[config.mk]
export PLATFORM = sky130hd
export DESIGN_NAME = buck_boost_switch_sequencer_flat
export DESIGN_NICKNAME = d
export VERILOG_FILES = /design/src/rtl/bbss_pkg.sv /design/src/rtl/bbss_in_if.sv /design/src/rtl/bbss_out_if.sv /design/src/rtl/buck_boost_switch_sequencer.sv /design/src/rtl/bbss_core.sv /design/src/flat_wrapper.sv
export SDC_FILE = /design/constraint.sdc
export NUM_CORES = 1
export LEC_CHECK = 0
export ABC_AREA = 1
export BUFFER_PORTS_ARGS = -buffer_cell sky130_fd_sc_hd__buf_4
export CORE_MARGIN = 3
export CORE_UTILIZATION = 45
export DETAILED_ROUTE_END_ITERATION = 7
export PLACE_DENSITY_LB_ADDON = 0.08
export SLEW_MARGIN = 15
export SYNTH_ARGS = -nofsm -noshare
export SYNTH_HDL_FRONTEND = slang
export SYNTH_SLANG_ARGS = --single-unit
[constraint.sdc]
create_clock -name clk -period 2.77 [get_ports clk]
set_input_delay 0.277 -clock clk [delete_from_list [all_inputs] [get_ports clk]]
set_output_delay 0.277 -clock clk [all_outputs]
set_load 0.02 [all_outputs]
[src/rtl/bbss_pkg.sv]
// bbss_pkg: shared types and constants of the buck-boost switch sequencer
// mode codes, command codes, register indexes and the result word layout
// no dependencies
package bbss_pkg;

  // register file
  localparam int CFG_WIDTH = 16;
  localparam int CFG_IDX_W = 1;

  localparam logic [CFG_IDX_W-1:0] CFG_SHORT_DELAY = 1'b0;
  localparam logic [CFG_IDX_W-1:0] CFG_SOFT_DELAY  = 1'b1;

  localparam logic [CFG_WIDTH-1:0] SHORT_DELAY_RST = 16'd100;
  localparam logic [CFG_WIDTH-1:0] SOFT_DELAY_RST  = 16'd700;

  // command codes
  localparam logic CMD_SET  = 1'b0;
  localparam logic CMD_TICK = 1'b1;

  // converter modes
  typedef enum logic [2:0] {
    MODE_ALLOFF    = 3'd0,
    MODE_BUCKOFF   = 3'd1,
    MODE_BUCKSOFT  = 3'd2,
    MODE_BUCKON    = 3'd3,
    MODE_BOOSTOFF  = 3'd4,
    MODE_BOOSTSOFT = 3'd5,
    MODE_BOOSTON   = 3'd6,
    MODE_DISCHARGE = 3'd7
  } mode_t;

  // one result word
  typedef struct packed {
    logic [3:0] switch_drive;
    mode_t      current_mode;
    logic       delay_pending;
  } bbss_word_t;

endpackage

[src/rtl/bbss_in_if.sv]
// bbss_in_if: input channel, one command word per handshake
// valid/ready handshake; no dependencies
interface bbss_in_if;
  logic       valid;
  logic       ready;
  logic       command;
  logic [2:0] requested_mode;

  modport source (output valid, output command, output requested_mode, input ready);
  modport sink   (input valid, input command, input requested_mode, output ready);
endinterface

[src/rtl/bbss_out_if.sv]
// bbss_out_if: result channel, one switch status word per handshake
// valid/ready handshake; no dependencies
interface bbss_out_if;
  logic       valid;
  logic       ready;
  logic [3:0] switch_drive;
  logic [2:0] current_mode;
  logic       delay_pending;

  modport source (output valid, output switch_drive, output current_mode,
                  output delay_pending, input ready);
  modport sink   (input valid, input switch_drive, input current_mode,
                  input delay_pending, output ready);
endinterface

[src/rtl/buck_boost_switch_sequencer.sv]
// Four-switch buck-boost switch sequencer: takes one command word (set mode or
// timer tick) per clock and returns one word per command with the switch
// lines, the mode held and whether a countdown is armed. The result of a word
// is registered before it is shown, later still while the result side stalls;
// a two-entry output buffer keeps the input open while one result waits, so a
// word can enter in every cycle, and the input is held off only while both
// entries are full.
// A delay register wider than the countdown (DELAY_WIDTH) saturates on load.
// depends on bbss_pkg, bbss_in_if, bbss_out_if and bbss_core
module buck_boost_switch_sequencer #(
  parameter int DELAY_WIDTH = 16
) (
  input  logic                           clk,
  input  logic                           rst_n,
  bbss_in_if.sink                        in_ch,
  bbss_out_if.source                     out_ch,
  input  logic                           cfg_we,
  input  logic [bbss_pkg::CFG_IDX_W-1:0] cfg_idx,
  input  logic [bbss_pkg::CFG_WIDTH-1:0] cfg_data
);
  import bbss_pkg::*;

  logic       acc;
  logic       pop;
  bbss_word_t word_nxt;
  bbss_word_t head_r, skid_r;
  logic       head_valid_r, skid_valid_r;

  assign in_ch.ready = !skid_valid_r;
  assign acc         = in_ch.valid && in_ch.ready;
  assign pop         = head_valid_r && out_ch.ready;

  bbss_core #(
    .DELAY_WIDTH(DELAY_WIDTH)
  ) u_core (
    .clk            (clk),
    .rst_n          (rst_n),
    .cfg_we         (cfg_we),
    .cfg_idx        (cfg_idx),
    .cfg_data       (cfg_data),
    .acc            (acc),
    .command        (in_ch.command),
    .requested_mode (in_ch.requested_mode),
    .word_nxt       (word_nxt)
  );

  // output buffer control
  always_ff @(posedge clk) begin
    if (!rst_n) begin
      head_valid_r <= 1'b0;
      skid_valid_r <= 1'b0;
    end else begin
      if (!head_valid_r || pop) begin
        head_valid_r <= skid_valid_r || acc;
        skid_valid_r <= 1'b0;
      end else if (acc) begin
        skid_valid_r <= 1'b1;
      end
    end
  end

  // output buffer payload
  always_ff @(posedge clk) begin
    if (!head_valid_r || pop) begin
      if (skid_valid_r) head_r <= skid_r;
      else if (acc)     head_r <= word_nxt;
    end else if (acc) begin
      skid_r <= word_nxt;
    end
  end

  assign out_ch.valid         = head_valid_r;
  assign out_ch.switch_drive  = head_r.switch_drive;
  assign out_ch.current_mode  = head_r.current_mode;
  assign out_ch.delay_pending = head_r.delay_pending;

`ifndef ASSERT_OFF
  // the skid entry is only used behind a waiting head
  a_skid_behind_head: assert property (@(posedge clk) disable iff (!rst_n)
    skid_valid_r |-> head_valid_r)
    else $error("skid entry valid without head entry");

  // a word accepted into an empty buffer shows up next cycle
  a_acc_to_out: assert property (@(posedge clk) disable iff (!rst_n)
    (acc && !head_valid_r) |=> head_valid_r)
    else $error("accepted word did not reach the output");

  // all-off mode never drives a switch
  a_alloff_dark: assert property (@(posedge clk) disable iff (!rst_n)
    (head_valid_r && head_r.current_mode == MODE_ALLOFF) |-> head_r.switch_drive == 4'h0)
    else $error("switches driven in all-off mode");
`endif

endmodule

[src/rtl/bbss_core.sv]
// bbss_core: mode, switch and countdown state with the per-word update logic
// holds the delay registers; depends on bbss_pkg
module bbss_core #(
  parameter int DELAY_WIDTH = 16
) (
  input  logic                           clk,
  input  logic                           rst_n,
  input  logic                           cfg_we,
  input  logic [bbss_pkg::CFG_IDX_W-1:0] cfg_idx,
  input  logic [bbss_pkg::CFG_WIDTH-1:0] cfg_data,
  input  logic                           acc,
  input  logic                           command,
  input  logic [2:0]                     requested_mode,
  output bbss_pkg::bbss_word_t           word_nxt
);
  import bbss_pkg::*;

  localparam int ExtW = (DELAY_WIDTH > CFG_WIDTH) ? DELAY_WIDTH : CFG_WIDTH;
  localparam logic [DELAY_WIDTH-1:0] CntMax = '1;
  localparam logic [DELAY_WIDTH-1:0] CntOne = DELAY_WIDTH'(1);

  // switch bits
  localparam logic [3:0] SW_BUCK_LO  = 4'h1;
  localparam logic [3:0] SW_BUCK_HI  = 4'h2;
  localparam logic [3:0] SW_BOOST_LO = 4'h4;
  localparam logic [3:0] SW_BOOST_HI = 4'h8;

  // final patterns at expiry
  localparam logic [3:0] PAT_BUCKOFF   = 4'h9;
  localparam logic [3:0] PAT_BUCKON    = 4'hA;
  localparam logic [3:0] PAT_BOOSTOFF  = 4'hA;
  localparam logic [3:0] PAT_BOOSTON   = 4'h6;
  localparam logic [3:0] PAT_DISCHARGE = 4'h5;

  logic [CFG_WIDTH-1:0]   short_r, soft_r;
  mode_t                  mode_r, mode_nxt;
  logic [3:0]             lines_r, lines_nxt;
  logic [DELAY_WIDTH-1:0] cnt_r, cnt_nxt;
  logic                   armed_r, armed_nxt;
  logic [DELAY_WIDTH-1:0] short_ld, soft_ld;
  mode_t                  req;

  // break before make in one half-bridge
  function automatic logic [3:0] half_bridge(input logic [3:0] lines,
                                              input logic [3:0] opp,
                                              input logic [3:0] tgt);
    logic [3:0] res;
    if ((lines & opp) != 4'h0) res = lines & ~opp;
    else                       res = lines | tgt;
    return res;
  endfunction

  // delay register saturated to the countdown width
  function automatic logic [DELAY_WIDTH-1:0] sat_load(input logic [CFG_WIDTH-1:0] v);
    logic [ExtW-1:0] ext;
    logic [DELAY_WIDTH-1:0] res;
    ext = ExtW'(v);
    if (ext > ExtW'(CntMax)) res = CntMax;
    else                     res = ext[DELAY_WIDTH-1:0];
    return res;
  endfunction

  assign short_ld = sat_load(short_r);
  assign soft_ld  = sat_load(soft_r);
  assign req      = mode_t'(requested_mode);

  // delay registers
  always_ff @(posedge clk) begin
    if (!rst_n) begin
      short_r <= SHORT_DELAY_RST;
      soft_r  <= SOFT_DELAY_RST;
    end else if (cfg_we) begin
      unique case (cfg_idx)
        CFG_SHORT_DELAY: short_r <= cfg_data;
        CFG_SOFT_DELAY:  soft_r  <= cfg_data;
        default: ;
      endcase
    end
  end

  // next state for one accepted word
  always_comb begin
    mode_nxt  = mode_r;
    lines_nxt = lines_r;
    cnt_nxt   = cnt_r;
    armed_nxt = armed_r;
    if (acc) begin
      if (command == CMD_SET) begin
        unique case (req)
          MODE_BUCKOFF: begin
            lines_nxt = half_bridge(lines_nxt, SW_BUCK_HI, SW_BUCK_LO);
            lines_nxt = half_bridge(lines_nxt, SW_BOOST_LO, SW_BOOST_HI);
          end
          MODE_BUCKSOFT: begin
            lines_nxt = lines_nxt & ~(SW_BUCK_LO | SW_BUCK_HI);
            lines_nxt = half_bridge(lines_nxt, SW_BOOST_LO, SW_BOOST_HI);
          end
          MODE_BUCKON, MODE_BOOSTOFF: begin
            lines_nxt = half_bridge(lines_nxt, SW_BUCK_LO, SW_BUCK_HI);
            lines_nxt = half_bridge(lines_nxt, SW_BOOST_LO, SW_BOOST_HI);
          end
          MODE_BOOSTSOFT: begin
            lines_nxt = half_bridge(lines_nxt, SW_BUCK_LO, SW_BUCK_HI);
            lines_nxt = lines_nxt & ~(SW_BOOST_LO | SW_BOOST_HI);
          end
          MODE_BOOSTON: begin
            lines_nxt = half_bridge(lines_nxt, SW_BUCK_LO, SW_BUCK_HI);
            lines_nxt = half_bridge(lines_nxt, SW_BOOST_HI, SW_BOOST_LO);
          end
          MODE_DISCHARGE: begin
            lines_nxt = half_bridge(lines_nxt, SW_BUCK_HI, SW_BUCK_LO);
            lines_nxt = half_bridge(lines_nxt, SW_BOOST_HI, SW_BOOST_LO);
          end
          default: lines_nxt = 4'h0;
        endcase
        // only a change of mode arms the dead time
        if (req != mode_r) begin
          cnt_nxt   = short_ld;
          armed_nxt = 1'b1;
          mode_nxt  = req;
        end
      end else if (armed_r) begin
        if (cnt_r <= CntOne) begin
          cnt_nxt   = '0;
          armed_nxt = 1'b0;
          unique case (mode_r)
            MODE_BUCKOFF: begin
              lines_nxt = lines_r | PAT_BUCKOFF;
              cnt_nxt   = soft_ld;
              armed_nxt = 1'b1;
              mode_nxt  = MODE_BUCKSOFT;
            end
            MODE_BUCKSOFT:  lines_nxt = (lines_r & ~SW_BUCK_LO) | SW_BOOST_HI;
            MODE_BUCKON:    lines_nxt = lines_r | PAT_BUCKON;
            MODE_BOOSTOFF: begin
              lines_nxt = lines_r | PAT_BOOSTOFF;
              cnt_nxt   = soft_ld;
              armed_nxt = 1'b1;
              mode_nxt  = MODE_BOOSTSOFT;
            end
            MODE_BOOSTSOFT: lines_nxt = (lines_r & ~SW_BOOST_HI) | SW_BUCK_HI;
            MODE_BOOSTON:   lines_nxt = lines_r | PAT_BOOSTON;
            MODE_DISCHARGE: lines_nxt = lines_r | PAT_DISCHARGE;
            default: ;
          endcase
        end else begin
          cnt_nxt = cnt_r - CntOne;
        end
      end
    end
  end

  // converter state
  always_ff @(posedge clk) begin
    if (!rst_n) begin
      mode_r  <= MODE_ALLOFF;
      lines_r <= 4'h0;
      cnt_r   <= '0;
      armed_r <= 1'b0;
    end else begin
      mode_r  <= mode_nxt;
      lines_r <= lines_nxt;
      cnt_r   <= cnt_nxt;
      armed_r <= armed_nxt;
    end
  end

  assign word_nxt.switch_drive  = lines_nxt;
  assign word_nxt.current_mode  = mode_nxt;
  assign word_nxt.delay_pending = armed_nxt;

endmodule
[src/flat_wrapper.sv]
// flat-port wrapper written by rule: the top's interface ports become plain ports
module buck_boost_switch_sequencer_flat import bbss_pkg::*;
#(
  parameter int DELAY_WIDTH = 16
)
  (clk, rst_n, cfg_we, cfg_idx, cfg_data, in_ch_valid, in_ch_command, in_ch_requested_mode, in_ch_ready, out_ch_valid, out_ch_switch_drive, out_ch_current_mode, out_ch_delay_pending, out_ch_ready);
  bbss_in_if in_ch_i ();
  bbss_out_if out_ch_i ();
  input  logic clk;
  input  logic rst_n;
  input  logic cfg_we;
  input  logic [bbss_pkg::CFG_IDX_W-1:0] cfg_idx;
  input  logic [bbss_pkg::CFG_WIDTH-1:0] cfg_data;
  input wire logic [$bits(in_ch_i.valid)-1:0] in_ch_valid;
  input wire logic [$bits(in_ch_i.command)-1:0] in_ch_command;
  input wire logic [$bits(in_ch_i.requested_mode)-1:0] in_ch_requested_mode;
  output wire logic [$bits(in_ch_i.ready)-1:0] in_ch_ready;
  output wire logic [$bits(out_ch_i.valid)-1:0] out_ch_valid;
  output wire logic [$bits(out_ch_i.switch_drive)-1:0] out_ch_switch_drive;
  output wire logic [$bits(out_ch_i.current_mode)-1:0] out_ch_current_mode;
  output wire logic [$bits(out_ch_i.delay_pending)-1:0] out_ch_delay_pending;
  input wire logic [$bits(out_ch_i.ready)-1:0] out_ch_ready;
  assign in_ch_i.valid = in_ch_valid;
  assign in_ch_i.command = in_ch_command;
  assign in_ch_i.requested_mode = in_ch_requested_mode;
  assign in_ch_ready = in_ch_i.ready;
  assign out_ch_valid = out_ch_i.valid;
  assign out_ch_switch_drive = out_ch_i.switch_drive;
  assign out_ch_current_mode = out_ch_i.current_mode;
  assign out_ch_delay_pending = out_ch_i.delay_pending;
  assign out_ch_i.ready = out_ch_ready;
  buck_boost_switch_sequencer #(.DELAY_WIDTH(DELAY_WIDTH)) u_core (.clk(clk), .rst_n(rst_n), .in_ch(in_ch_i), .out_ch(out_ch_i), .cfg_we(cfg_we), .cfg_idx(cfg_idx), .cfg_data(cfg_data));
endmodule
# Word level (Yosys, flattened, before mapping)
# Index checks and enable logic that the tools add are counted.
# word_totals
output_inout_bits	10
input_bits	26
reg_bits	74
# op_classes
addsub	1
magnitude_cmp	3
mux	46
reduce_logical	17
bitwise_logic	3
n_eq_ne	16
# ops
cell	n
$mux 16	7
$mux 4	19
$pmux 4 s6	2
$gt 16x16->1 const B	2
$eq 3x3->1 const B	8
$mux 3	7
$le 16x1->1 const B	1
$mux 8	2
$sub 16x1->16 const B	1
$eq 3x2->1 const B	4
$reduce_and 2->1	4
$reduce_or 2->1	4
$mux 1	7
$eq 3x1->1 const B	2
$pmux 3 s2	1
$reduce_bool 2->1	2
$ne 3x3->1	1
$not 1->1	3
$reduce_and 3->1	1
$logic_and 1x1->1	2
$logic_not 1->1	2
$logic_or 1x1->1	2
$mux 2	1
$ne 2x1->1 const B	1

# Longest topological paths before layout
# Gate-level depths: netlist of the first run.
# logic_depth
ltp_word	11
mapped_depth	12
mapped_depth_nobuf	12

# Cells and area by module
# From an unflattened synthesis of the first run, not the netlist that was laid out.
# hier_totals
hier_cells	556
area_unflattened_um2	3918.8
# modules_own_cells
module	cells_per_inst	seq_area_each_um2	n_inst	area_per_inst_um2
bbss_core	501	1121.1	1	3234.4
buck_boost_switch_sequencer	55	520.5	1	684.4

# Least setup slack after synthesis of the first run
# Ideal clock, no wire load.
# synth_path
kind	register -> register
start	register u_core.u_core.cnt_r[0]
end	register u_core.head_r (netlist bit u_core.out_ch.switch_drive[0]) (data pin)
arrival_time_ns	1.415
n_path_buf	0
t_required_ns	2.514
setup_ns	0.256
slack_ns	1.099
stages_incl_launch_ff	12
path_cell_list	dfxtp_1 inv_1 ha_1 nor2_1 nor2_1 nand3_2 nor2_4 nand4_1 nand3_1 nand2_1 nand3_1 nand2_1
# synth_between
elab_chain_len	7
# synth_rtl
element	line_no	text
start, declared	bbss_core.sv:38	logic [DELAY_WIDTH-1:0] cnt_r, cnt_nxt;
start signal, assigned	bbss_core.sv:163	cnt_r <= cnt_nxt;
$le 16x1->1	bbss_core.sv:123	if (cnt_r <= CntOne) begin
$mux 4	bbss_core.sv:123	
$mux 4	bbss_core.sv:122	end else if (armed_r) begin
$mux 4	bbss_core.sv:88	if (command == CMD_SET) begin
$mux 4	bbss_core.sv:87	if (acc) begin
$mux 8	buck_boost_switch_sequencer.sv:66	else if (acc) head_r <= word_nxt;
$mux 8	buck_boost_switch_sequencer.sv:65	if (skid_valid_r) head_r <= skid_r;
end signal, assigned	buck_boost_switch_sequencer.sv:65	
end signal, assigned	buck_boost_switch_sequencer.sv:66	
end, declared	buck_boost_switch_sequencer.sv:26	bbss_word_t head_r, skid_r;
# Every way passes these cells. The select of a mux whose other input is x is not followed.
# A chain may end at the register's enable or synchronous reset.

# Worst setup path after layout of the first run
# layout_path
start	register u_core.u_core.cnt_r[0]
end	register u_core.u_core.cnt_r[11]
# layout_between
elab_chain_len	4
# layout_rtl
element	line_no
$sub 16x1->16 / $le 16x1->1 (equally long branches)	bbss_core.sv:147, bbss_core.sv:123
$mux 16 (*)	bbss_core.sv:123
$mux 16 (*)	bbss_core.sv:122
$mux 16 (*)	bbss_core.sv:88
# Mark *: on every way between the ends. The rest lies on a longest branch, timed or not. The select of a mux whose other input is x is not followed.

==> results of run 1 <==
==> flip-flops by register name, indices dropped and copies added (netlist names), 3 cells and up <==
signal	count
u_core.u_core.cnt_r	16
u_core.u_core.short_r	16
u_core.u_core.soft_r	16
u_core.skid_r	8
u_core.out_ch.switch_drive	4
u_core.u_core.lines_r	4
u_core.out_ch.current_mode	3
u_core.u_core.mode_r	3
==> cells in the mapped netlist, drive strengths merged, types with 2 or more instances <==
cell    number
inv         62
clkinv       2
o21ai       54
buf          9
edfxtp      16
nor2        94
clkbuf      10
a21oi       36
xor2         8
nand2      134
nand4        4
o211ai       4
dfxtp       58
nand3       40
ha           2
xnor2        3
nor3         4
==> worst min-delay path: stages <==
cell,delay (ns)
buf_4,0.08
nand2_1,0.04
nand3_1,0.05
==> worst max path at each step <==
stage / start / end / depth (start not counted)
after floorplan: u_core.u_core.cnt_r[0] / u_core.out_ch.switch_drive[0] / 11
after global placement: u_core.u_core.cnt_r[0] / u_core.out_ch.switch_drive[0] / 11
after detailed placement: u_core.u_core.cnt_r[0] / u_core.out_ch.switch_drive[0] / 11
after CTS: u_core.u_core.cnt_r[0] / u_core.u_core.cnt_r[11] / 10
after global routing: u_core.u_core.cnt_r[0] / u_core.out_ch.switch_drive[0] / 11
final: u_core.u_core.cnt_r[0] / u_core.u_core.cnt_r[11] / 10
==> per-stage QoR <==
step                hold slack (ns)  utilization [%]
finish                        0.138             54.1
global route                  0.145             54.1
CTS                           0.123             54.1
detailed placement            0.458             51.0
global placement              0.453             51.0
floorplan                     0.390                -
==> area by class of cell <==
cell class,count,area (µm²)
Fill cell,864,3850
Multi-Input combinational cell,393,1970
Sequential cell,74,1640
Timing Repair Buffer,37,278
Inverter,64,250
Tap cell,105,131
Clock inverter,6,129
Clock buffer,10,128
==> power groups by stage <==
stage	logic, mW	registers, mW	clock network, mW
global route	0.783	1.26	1.15
floorplan	0.519	1.27	0
global placement	0.687	1.27	0
detailed placement	0.692	1.27	0
finish	0.692	1.25	1.08
CTS	0.695	1.25	1.10
==> cell usage in the layout, fill, tap and decap left out, types with 4 or more instances in the layout <==
cell | netlist | layout
a21oi_1 | 34 | 34
edfxtp_1 | 16 | 16
o21ai_0 | 42 | 42
buf_4 | 3 | 37
inv_2 | 4 | 4
dfxtp_1 | 58 | 58
nor2_2 | 5 | 5
bufinv_16 | 0 | 4
nor2_1 | 79 | 79
o21ai_1 | 10 | 10
xor2_1 | 8 | 8
o211ai_1 | 4 | 4
nor2_4 | 9 | 9
nand3_1 | 37 | 37
nand2_1 | 128 | 128
inv_1 | 55 | 55
clkbuf_8 | 0 | 9
==> kinds of logic (layout without fill, tap and decap cells) <==
family,after synthesis,in the layout
compound gates,102,102
xor+xnor,11,11
fa+ha+maj,2,2
buf+inv,83,117
flops,74,74
simple gates,278,278
==> per-layer routing <==
metal,wire length [µm],vias up
met5,0,-
met4,191,0
met3,602,16
met2,4450,94
met1,4580,1598
li1,-,1830
==> out/qor.yml, run 1 <==
status:
  result_of_the_run: "finished clean"
timing:
  max-slew-margin-rel_pct: 56.2
  hold_viol_final: 0
  skew_ns: 0.00991
  min_period_over_period_pct: 68.3
  period_needed_ns: 1.89
  maximum_frequency_from_static_timing_analysis_mhz: 528
  worst_pin_slew_ns: 0.655
  fin_tns_setup_ns: 0
  report.final.setup_viol: 0
  slew_viol_final: 0
  setup_slack_ns: 0.877
  rsz0062_at_grt: "false"
die:
  floorplan.die.width_um: 99.9
  floorplan.initialDensity_pct: 47.3
  floorplan.rows: 33
  floorplan.core_area_um2: 8380
  design.portCount: 36
  dieHeight_um: 99.9
  design.die.area_um2: 9980
global_routing:
  global_routing_usage_on_met2_pct: 34.0
  gr-usage-met3_pct: 3.41
  antenna_violations_before_repair: 0
  combined_global_route_utilization_of_all_metal_layers_pct: 21.0
  globalRouteOverflowTotal: 0
  met1_usage_pct: 27.8
  wire_length_of_the_first_global_routing_pass_um: 16500
  grt_max_degree: 45
  number_of_global_route_vias_before_repair: 3409
  top_usage_layer: "met2"
critical_path:
  critical-path-top-delay-family: "simple AND/OR/NAND/NOR gates"
  r2r-start: "u_core.u_core.cnt_r[0]"
  critical-path-max-stage-delay_ns: 0.32
  crit_path_end_kind: "flip-flop"
  cp_max_fo: 12
  reg2reg_setup_slack_ns: 0.88
  crit_chain: "inv_1, ha_1, o21ai_2, nor2_4, nand3_4, nor2_8, nand2_1, nand3_1, o21ai_1, a21oi_1"
  reg2regPathDepth: 10
  criticalPathCategory: "flip-flop to flip-flop"
  critical_path_buf_inv_count: 1
  cp.arrival_ns: 2.16
  crit-reg2reg-capture: "u_core.u_core.cnt_r[11]"
  cp.required_ns: 3.03
  worst_path_max_delay_cell: "dfxtp_1"
  worstSetupStartpointType: "flip-flop"
logic_synthesis:
  synthAdderAreaFrac_pct: 0.631
  synth_simple_gate_area_share_pct: 32.1
  synth_area_per_cell_um2: 7.21
  synth_top_cells_by_area: "dfxtp_1, edfxtp_1, nand2_1, nor2_1, o21ai_0"
  netlist_area_um2: 3970
  post_synthesis_compound_gate_area_fraction_pct: 14.6
  synthesis.instances: 550
  synth_nets: 578
  ys_types: 46
  synth_top_flop_cell: "dfxtp_1"
  main_combinational_cell_family_by_area_after_synthesis: "simple AND/OR/NAND/NOR gates"
  synth_xor_area_share_pct: 2.43
  ys_seq_elements: 74
  synth-seq-area-share_pct: 41.4
  yosysTopAreaCellShare_pct: 29.3
  yosysTopAreaCell: "dfxtp_1"
  yosysWarningCount: 0
  number_of_synthesized_flops_with_an_enable_pin: 16
  synthArstFlopShare_pct: 0
  post_synth_mux_area_share_pct: 0
clocking:
  cts-htree-levels: 3
  cts_root_buf: "clkbuf_8"
  ctsLongestPathBuffers: 2
  cts_inserted_buffers: 9
  holdBufCountCts: 0
  clock_sinks: 74
  clk_latency_ns: 0.35
  post_cts_buffers: 0
  resized_cells_post_cts: 0
  clock_input_transition_at_the_sequential_cells_of_the_worst_setup_and_hold_paths_ns: 0.07
  tritoncts: "yes"
detailed_routing:
  wl_um: 9820
  first_pass_iters: 4
  dr_total_vias: 3538
  route.detailed.wl_per_inst_um: 14.3
  initial_drc_count: 207
  ant_nets: 0
  drt_drc_violations_left: 0
  vias_per_cell: 5.13
place:
  dp_hpwl_um: 7290
  preCtsSetupSlack_ns: 0.875
  place.port_buffers: 35
  post_dp_cell_area_um2: 4270
  gpl.final_weighted_congestion: 0.922
  place.detailed.instances: 673
power:
  ir_drop_mv: 0.299
  power.clock.fraction_pct: 35.8
  combinationalPowerShare_pct: 22.9
  seqPwrFrac_pct: 41.3
  power.density_cell_area_nw_per_um2: 667
  sw_frac_of_total_pct: 30.0
  total_switching_power_uw: 906
  power.leakage_nw: 2.07
  total_power_mw: 3.02
  p_int_mw: 2.11
layout:
  layout.cells.non_filler: 689
  nNetsFinal: 607
  layout.cell_area.non_filler_um2: 4530
  syn_to_final_growth_pct: 14.2
  drive_gt1_share_pct: 15.4
  antenna_cells: 0
worst_hold_path:
  worst_hold_path_type: "primary input to flip-flop"
  hold_endpoint: "u_core.u_core.soft_r[9]"
  hold-path-cell-count: 3
  min_from: "cfg_data[9]"
job:
  drv_cap: 0
Note: power is estimated with default switching activity, not from simulation.
==> run 2: changes to the inputs <==
--- a/config.mk
+++ b/config.mk
@@ -5,7 +5,7 @@
 export SDC_FILE = /design/constraint.sdc
 export NUM_CORES = 1
 export LEC_CHECK = 0
-export ABC_AREA = 1
+export ABC_AREA = 0
 export BUFFER_PORTS_ARGS = -buffer_cell sky130_fd_sc_hd__buf_4
 export CORE_MARGIN = 3
 export CORE_UTILIZATION = 45
==> constraint.sdc (replaced) <==
create_clock -name clk -period 1.7 [get_ports clk]
set_input_delay 0.17 -clock clk [delete_from_list [all_inputs] [get_ports clk]]
set_output_delay 0.17 -clock clk [all_outputs]
set_load 0.02 [all_outputs]
==> run 2 against run 1 <==
The run now ends with negative setup slack left. Combinational power grew to 2.9 times the previous value. Non-clock buffer count grew 102. Global-route usage up 4.6 points. Die area is 2.5% lower. Sequential share of layout area decreased by 7.0 points. Design area is 25% higher. Via count is 14% higher. Routed wire length is 29% higher. Total power rose by 85%. Clock skew is 0.0043 ns higher. Clock-buffer cell count up 1. Worst setup slack worse by 1.3 ns. Highest routed layer unchanged.
==> out/qor.yml, run 2 <==
clocking:
  tritoncts: "yes"
  clock_input_transition_at_the_sequential_cells_of_the_worst_setup_and_hold_paths_ns: 0.09  # +0.02 ns
  cts_root_buf: "clkbuf_8"
  cts_inserted_buffers: 9  # unchanged
  cts-htree-levels: 3  # unchanged
  clock_sinks: 74  # unchanged
  clk_latency_ns: 0.35  # about the same
  ctsLongestPathBuffers: 2  # unchanged
power:
  power.leakage_nw: 2.30  # +11%
  ir_drop_mv: 0.590  # +97%
  power.density_cell_area_nw_per_um2: 983  # +47%
timing:
  hold_viol_final: 0  # unchanged
  slew_viol_final: 0  # unchanged
  hold_ws_ns: 0.0324  # -0.105 ns
  min_period_over_period_pct: 123  # +55 points
  skew_ns: 0.0142  # +0.00433 ns
  maximum_frequency_from_static_timing_analysis_mhz: 478  # -9.4%
  period_needed_ns: 2.09  # +0.197 ns
  max-slew-margin-rel_pct: 43.3  # -13 points
  fin_tns_setup_ns: -9.84  # -9.84 ns
  report.final.setup_viol: 37  # +37
  worst_pin_slew_ns: 0.849  # +0.194 ns
  setup_slack_ns: -0.390  # -1.27 ns
  rsz0062_at_grt: "true"
logic_synthesis:
  synth_area_per_cell_um2: 8.29  # +15%
  yosysTopAreaCell: "dfxtp_1"
  ys_seq_elements: 74  # unchanged
  netlist_area_um2: 3860  # -2.6%
  post-synth-top-count-cell: "nand2_1"
  synth_top_cells_by_count: "nand2_1, dfxtp_1, a21oi_1"
  synth_nets: 494  # -15%
  synth_top_cells_by_area: "dfxtp_1, edfxtp_1, nand2_1, a21oi_1, nor2_1"
  synth-seq-area-share_pct: 42.5  # +1.1 points
  synthArstFlopShare_pct: 0  # unchanged
  synth_top_flop_cell: "dfxtp_1"
  yosysWarningCount: 0  # unchanged
  number_of_synthesized_flops_with_an_enable_pin: 16  # unchanged
  ys_types: 64  # +39%
  yosysTopAreaCellShare_pct: 30.1  # +0.79 points
  synthesis.instances: 466  # -15%
layout:
  antenna_cells: 0  # unchanged
  regs_by_ff_count: "u_core.u_core.cnt_r: 16 flops, u_core.u_core.short_r: 16 flops, u_core.u_core.soft_r: 16 flops"
  final_common_cell: "buf_4"
  nNetsFinal: 610  # +0.49%
  drive_gt1_share_pct: 39.7  # +24 points
  syn_to_final_growth_pct: 47.1
  top_library_cells_by_usage_in_the_layout_fill_and_taps_aside: "buf_4, nand2_1, dfxtp_1"
  fillCellCount: 648  # -25%
detailed_routing:
  initial_drc_count: 315  # +52%
  route.detailed.wl_per_inst_um: 18.3  # +29%
  wl_um: 12700  # +29%
  ant_nets: 0  # unchanged
  drt_drc_violations_left: 0  # unchanged
  vias_per_cell: 5.84  # +14%
  first_pass_iters: 5  # +1
  dr_total_vias: 4041  # +14%
critical_path:
  cp.required_ns: 1.94  # -1.09 ns
  crit_path_end_kind: "flip-flop"
  cp_max_fo: 5  # -7
  crit_chain: "or4_4, buf_4, buf_6, nor2_4, nand4_4, a221o_1, a32o_1"
  critical_path_buf_inv_count: 2  # +1
  worstSetupStartpoint: "u_core.u_core.cnt_r[14]"
  criticalPathCategory: "flip-flop to flip-flop"
  critical-path-max-stage-delay_ns: 0.55  # +0.23 ns
  worst_path_max_delay_cell: "or4_4"
  r2r-start: "u_core.u_core.cnt_r[14]"
  worstSetupStartpointType: "flip-flop"
  critical-path-top-delay-family: "simple AND/OR/NAND/NOR gates"
  cp.arrival_ns: 2.34  # +0.18 ns
job:
  drv_cap: 0  # unchanged
place:
  dp_hpwl_um: 8440  # +16%
  place.port_buffers: 35  # unchanged
  preCtsSetupSlack_ns: -0.417  # -1.29 ns
  gpl.final_weighted_congestion: 0.886  # -3.9%
die:
  dieHeight_um: 98.6  # -1.2%
  floorplan.die.width_um: 98.6  # -1.2%
  floorplan.rows: 33  # unchanged
  design.die.area_um2: 9730  # -2.5%
  floorplan.initialDensity_pct: 46.8  # -0.55 points
  design.portCount: 36  # unchanged
  floorplan.core_area_um2: 8260  # -1.5%
global_routing:
  wire_length_of_the_first_global_routing_pass_um: 19800  # +20%
  grt_max_degree: 23  # -49%
  globalRouteOverflowTotal: 0  # unchanged
  combined_global_route_utilization_of_all_metal_layers_pct: 25.6  # +4.6 points
  number_of_global_route_vias_before_repair: 3805  # +12%
  antenna_violations_before_repair: 0  # unchanged
status:
  failed_checks: "negative setup slack"
  result_of_the_run: "finished, violations left"
worst_hold_path:
  worst_hold_path_type: "primary input to flip-flop"
  min_from: "cfg_data[5]"
## run 2: cell types whose count changed after synthesis, sizes merged, moves of 11 or more
cell    before  now
inv         62   16
nand2      134   84
nand3       40   12
nor2        94   34
o21ai       54   19
clkbuf      10   29
nor3         4   15
## run 2: worst register-to-register path: stages (launching register included)
cell and delay (ns):
dfxtp_2 0.33, or4_4 0.55, buf_4 0.16, buf_6 0.11, nor2_4 0.11, nand4_4 0.16, a221o_1 0.38, a32o_1 0.20
## run 2: final timing paths
kind	endpoint	slack (ns)	cells after the start
worst max register to register	u_core.u_core.cnt_r[1]	-0.39	7
worst min register to register	u_core.u_core.short_r[9]	0.46	2
worst min-delay path	u_core.u_core.short_r[5]	0.03	3
worst max-delay path	u_core.u_core.cnt_r[1]	-0.39	7
## run 2: layout make-up
class,count,area [µm²],share of cell area [%]
Tap cell,105,131,2.31
Sequential cell,74,1660,29.2
Clock buffer,11,174,3.06
Timing Repair Buffer,139,1140,20.0
Multi-Input combinational cell,341,2450,43.1
Inverter,17,63.8,1.12
Clock inverter,5,62.6,1.10
## run 2: report_power, final
group	switching, mW	internal (mW)
Sequential	0.0840	1.92
Clock	0.724	0.874
Combinational	1.00	0.980
## run 2: what timing repair did
action,CTS,global route
hold buffers,0,0
resized for setup,58,34
pin swaps,39,26
setup buffers,14,12
cloned,1,0
endpoints found under the setup margin,37,38
## run 2: routing by layer
layer	up-vias	wire length [µm]	global-route usage [%]	part of all wire, %
met3	23	841	3.61	6.6
met1	1928	5840	37.6	46
met5	-	0	0	0
met2	175	5750	38.6	45
li1	1915	-	-	-
met4	0	244	8.72	1.9
## run 2: cells by family after synthesis
logic type | after synthesis | share of synthesized area, %
and+or+nand+nor | 196 | 25.4
AOI/OAI and AO/OA | 128 | 22.7
DFF | 74 | 42.5
buffers and inverters | 51 | 5.09
xor gates and xnor gates | 11 | 2.49
muxes | 4 | 1.17
adders and majority gates | 2 | 0.648
## run 2: metrics by stage
stage          cells  instance area [µm²]  power [mW]  utilization (%)
6_report         692                 5680        5.58             68.8
5_1_grt          692                 5680        5.80             68.8
4_1_cts          681                 5430        5.32             65.7
3_5_place_dp     650                 4790        3.46             58.0
3_3_place_gp     650                 4790        3.44             58.0
2_1_floorplan    466                 3960        2.86                -
==> run 3: changes to the inputs <==
--- a/config.mk
+++ b/config.mk
@@ -5,7 +5,8 @@
 export SDC_FILE = /design/constraint.sdc
 export NUM_CORES = 1
 export LEC_CHECK = 0
-export ABC_AREA = 0
+export ABC_AREA = 1
+export ABC_CLOCK_PERIOD_IN_PS = 1700
 export BUFFER_PORTS_ARGS = -buffer_cell sky130_fd_sc_hd__buf_4
 export CORE_MARGIN = 3
 export CORE_UTILIZATION = 45
==> run 3 against run 2 <==
The run now ends clean. Combinational power is 30% lower. Maximum frequency is 24% higher. Sequential power hardly changed. Via count is 7.2% lower. Core utilization is 9.4 points lower. Final cell count is 5.9% higher. Clock skew is 0.0043 ns lower. Largest cell class unchanged.
==> out/qor.yml, run 3 (synthesized netlist as in run 1, its figures left out) <==
status:
  result_of_the_run: "finished clean"
critical_path:
  crit_path_end_kind: "flip-flop"
  critical_path_buf_inv_count: 1  # -1
  worstSetupStartpointType: "flip-flop"
  worst_path_max_delay_cell: "dfxtp_4"
  critical-path-top-delay-family: "simple AND/OR/NAND/NOR gates"
  criticalPathCategory: "flip-flop to flip-flop"
  reg2reg_setup_slack_ns: 0.02  # +0.41 ns
  critical-path-max-stage-delay_ns: 0.37  # -0.18 ns
  r2r-start: "u_core.u_core.cnt_r[0]"
  timing.critical_path.mode_cell: "nand3_2"
  reg2regPathDepth: 11  # +4
  cp.required_ns: 1.82  # -0.12 ns
  crit_chain: "inv_4, ha_4, nor2_1, nor2_1, nand3_2, nor2_4, nand3_2, nand3_2, nand2_2, nand3_1, nand2_1"
  cp_max_fo: 5  # unchanged
  crit-reg2reg-capture: "u_core.out_ch.switch_drive[3]"
  cp.arrival_ns: 1.80  # -0.54 ns
worst_hold_path:
  hold-path-cell-count: 3  # unchanged
  worst_hold_path_type: "primary input to flip-flop"
  hold_endpoint: "u_core.u_core.soft_r[7]"
  min_from: "cfg_data[7]"
timing:
  rsz0062_at_grt: "true"
  maximum_frequency_from_static_timing_analysis_mhz: 595  # +24%
  worst_pin_slew_ns: 0.667  # -0.182 ns
  min_period_over_period_pct: 98.9  # -24 points
  skew_ns: 0.00998  # -0.00426 ns
  slew_viol_final: 0  # unchanged
  fin_tns_setup_ns: 0  # +9.84 ns
  setup_slack_ns: 0.0190  # +0.409 ns
  period_needed_ns: 1.68  # -0.409 ns
  report.final.setup_viol: 0  # -100%
  hold_viol_final: 0  # unchanged
  max-slew-margin-rel_pct: 55.5  # +12 points
layout:
  layout.cells.non_filler: 733  # +5.9%
  multiInputGateArea_um2: 2090  # -15%
  drive_gt1_share_pct: 26.4  # -13 points
  regArea_um2: 1660  # -0.30%
  antenna_cells: 0  # unchanged
  fillCellCount: 821  # +27%
  regs_by_ff_count: "u_core.u_core.cnt_r: 16 flops, u_core.u_core.short_r: 16 flops, u_core.u_core.soft_r: 16 flops"
  final_common_cell: "nand2_1"
  syn_to_final_growth_pct: 25.6
  top_library_cells_by_usage_in_the_layout_fill_and_taps_aside: "nand2_1, nor2_1, buf_4"
  postLayoutCoreUtil_pct: 59.4  # -9.4 points
  layout.cell_area.non_filler_um2: 4980  # -12%
  nNetsFinal: 651  # +6.7%
die:
  floorplan.rows: 33  # unchanged
  dieHeight_um: 99.9  # +1.3%
  design.die.area_um2: 9980  # +2.5%
  floorplan.die.width_um: 99.9  # +1.3%
  floorplan.initialDensity_pct: 47.3  # +0.55 points
  floorplan.core_area_um2: 8380  # +1.5%
  design.portCount: 36  # unchanged
global_routing:
  wire_length_of_the_first_global_routing_pass_um: 17900  # -9.7%
  number_of_global_route_vias_before_repair: 3474  # -8.7%
  grt_max_degree: 41  # +78%
  gr-usage-met3_pct: 4.10  # +0.49 points
  global_routing_usage_on_met2_pct: 36.2  # -2.4 points
  combined_global_route_utilization_of_all_metal_layers_pct: 22.7  # -2.9 points
  globalRouteOverflowTotal: 0  # unchanged
  met1_usage_pct: 32.1  # -5.5 points
  top_usage_layer: "met2"
  antenna_violations_before_repair: 0  # unchanged
clocking:
  clk_latency_ns: 0.36  # about the same
  cts_inserted_buffers: 9  # unchanged
  cts_root_buf: "clkbuf_8"
  cts-htree-levels: 3  # unchanged
  clock_input_transition_at_the_sequential_cells_of_the_worst_setup_and_hold_paths_ns: 0.08  # about the same
  ctsLongestPathBuffers: 2  # unchanged
  tritoncts: "yes"
  clock_sinks: 74  # unchanged
  holdBufCountCts: 0  # unchanged
place:
  preCtsSetupSlack_ns: -0.0541  # +0.363 ns
  place.detailed.instances: 704  # +8.3%
  post_dp_cell_area_um2: 4510  # -5.9%
  place.port_buffers: 35  # unchanged
  gpl.final_weighted_congestion: 0.890  # +0.44%
  dp_hpwl_um: 7690  # -8.9%
detailed_routing:
  ant_nets: 0  # unchanged
  initial_drc_count: 201  # -36%
  dr_total_vias: 3750  # -7.2%
  wl_um: 10900  # -14%
  drt_drc_violations_left: 0  # unchanged
  route.detailed.wl_per_inst_um: 14.9  # -19%
  vias_per_cell: 5.12  # -12%
  first_pass_iters: 5  # unchanged
power:
  power.density_cell_area_nw_per_um2: 1000  # +2.1%
  ir_drop_mv: 0.513  # -13%
  power.leakage_nw: 2.29  # -0.14%
job:
  drv_cap: 0  # unchanged
run 3: cell types whose count changed in the layout (fill, tap and decap cells not counted), moves of 8 or more:
cell	change
o21ai_1	+10
inv_1	+38
xor2_1	+8
nand2_1	+39
a21oi_1	-8
nand3_1	+21
nor2_1	+49
o21ai_0	+22
nand2_2	+10
buf_4	-40
xnor2_1	-8
buf_6	-18
run 3: how the worst max path moves through the flow:
stage	from	slack, ns	cells after the start	end
2_1_floorplan	u_core.u_core.cnt_r[0]	0.03	11	u_core.out_ch.switch_drive[0]
3_3_place_gp	u_core.u_core.cnt_r[0]	-0.02	10	u_core.u_core.cnt_r[10]
3_5_place_dp	u_core.u_core.cnt_r[0]	-0.05	10	u_core.u_core.cnt_r[10]
4_1_cts	u_core.u_core.cnt_r[13]	0.007	9	u_core.u_core.cnt_r[10]
5_1_grt	u_core.u_core.cnt_r[0]	-0.08	11	u_core.out_ch.switch_drive[3]
6_report	u_core.u_core.cnt_r[0]	0.02	11	u_core.out_ch.switch_drive[3]
run 3: area by class of cell:
type                       count  area share [%]
clock buffer                  12            3.14
sequential                    74            33.2
clock inverter                 4            1.48
inverter                      64            5.20
timing repair buffer          80            12.4
multi-input combinational    394            41.9
tap                          105            2.64
run 3: layer usage:
| layer | wire [µm] | vias to the layer above | part of all wire [%] |
|---|---|---|---|
| met2 | 5090 | 95 | 47 |
| met4 | 102 | 0 | 0.94 |
| met5 | 0 | - | 0 |
| met1 | 5160 | 1729 | 47 |
| met3 | 550 | 8 | 5.0 |
| li1 | - | 1918 | - |
run 3: timing repair:
item                                    CTS  global route
gates cloned                              1             0
gates resized for setup                   9            37
endpoints found under the setup margin   11            29
pin swaps                                 5            16
buffers inserted                          3             9
run 3: power by group:
| group | switching [mW] | internal [mW] |
|---|---|---|
| registers | 0.0916 | 1.93 |
| logic | 0.837 | 0.557 |
| clock network | 0.661 | 0.917 |
run 3: stage by stage:
stage	total power, mW	hold slack [ns]
finish	4.99	0.0274
CTS	4.93	0.0195
detailed placement	3.31	0.386
global placement	3.30	0.381
global route	5.29	0.0281
floorplan	2.91	0.283
run 3: tightest hold or removal path: stages:
cell and delay [ns]:
buf_4 0.09, nand2_1 0.04, nand3_1 0.05
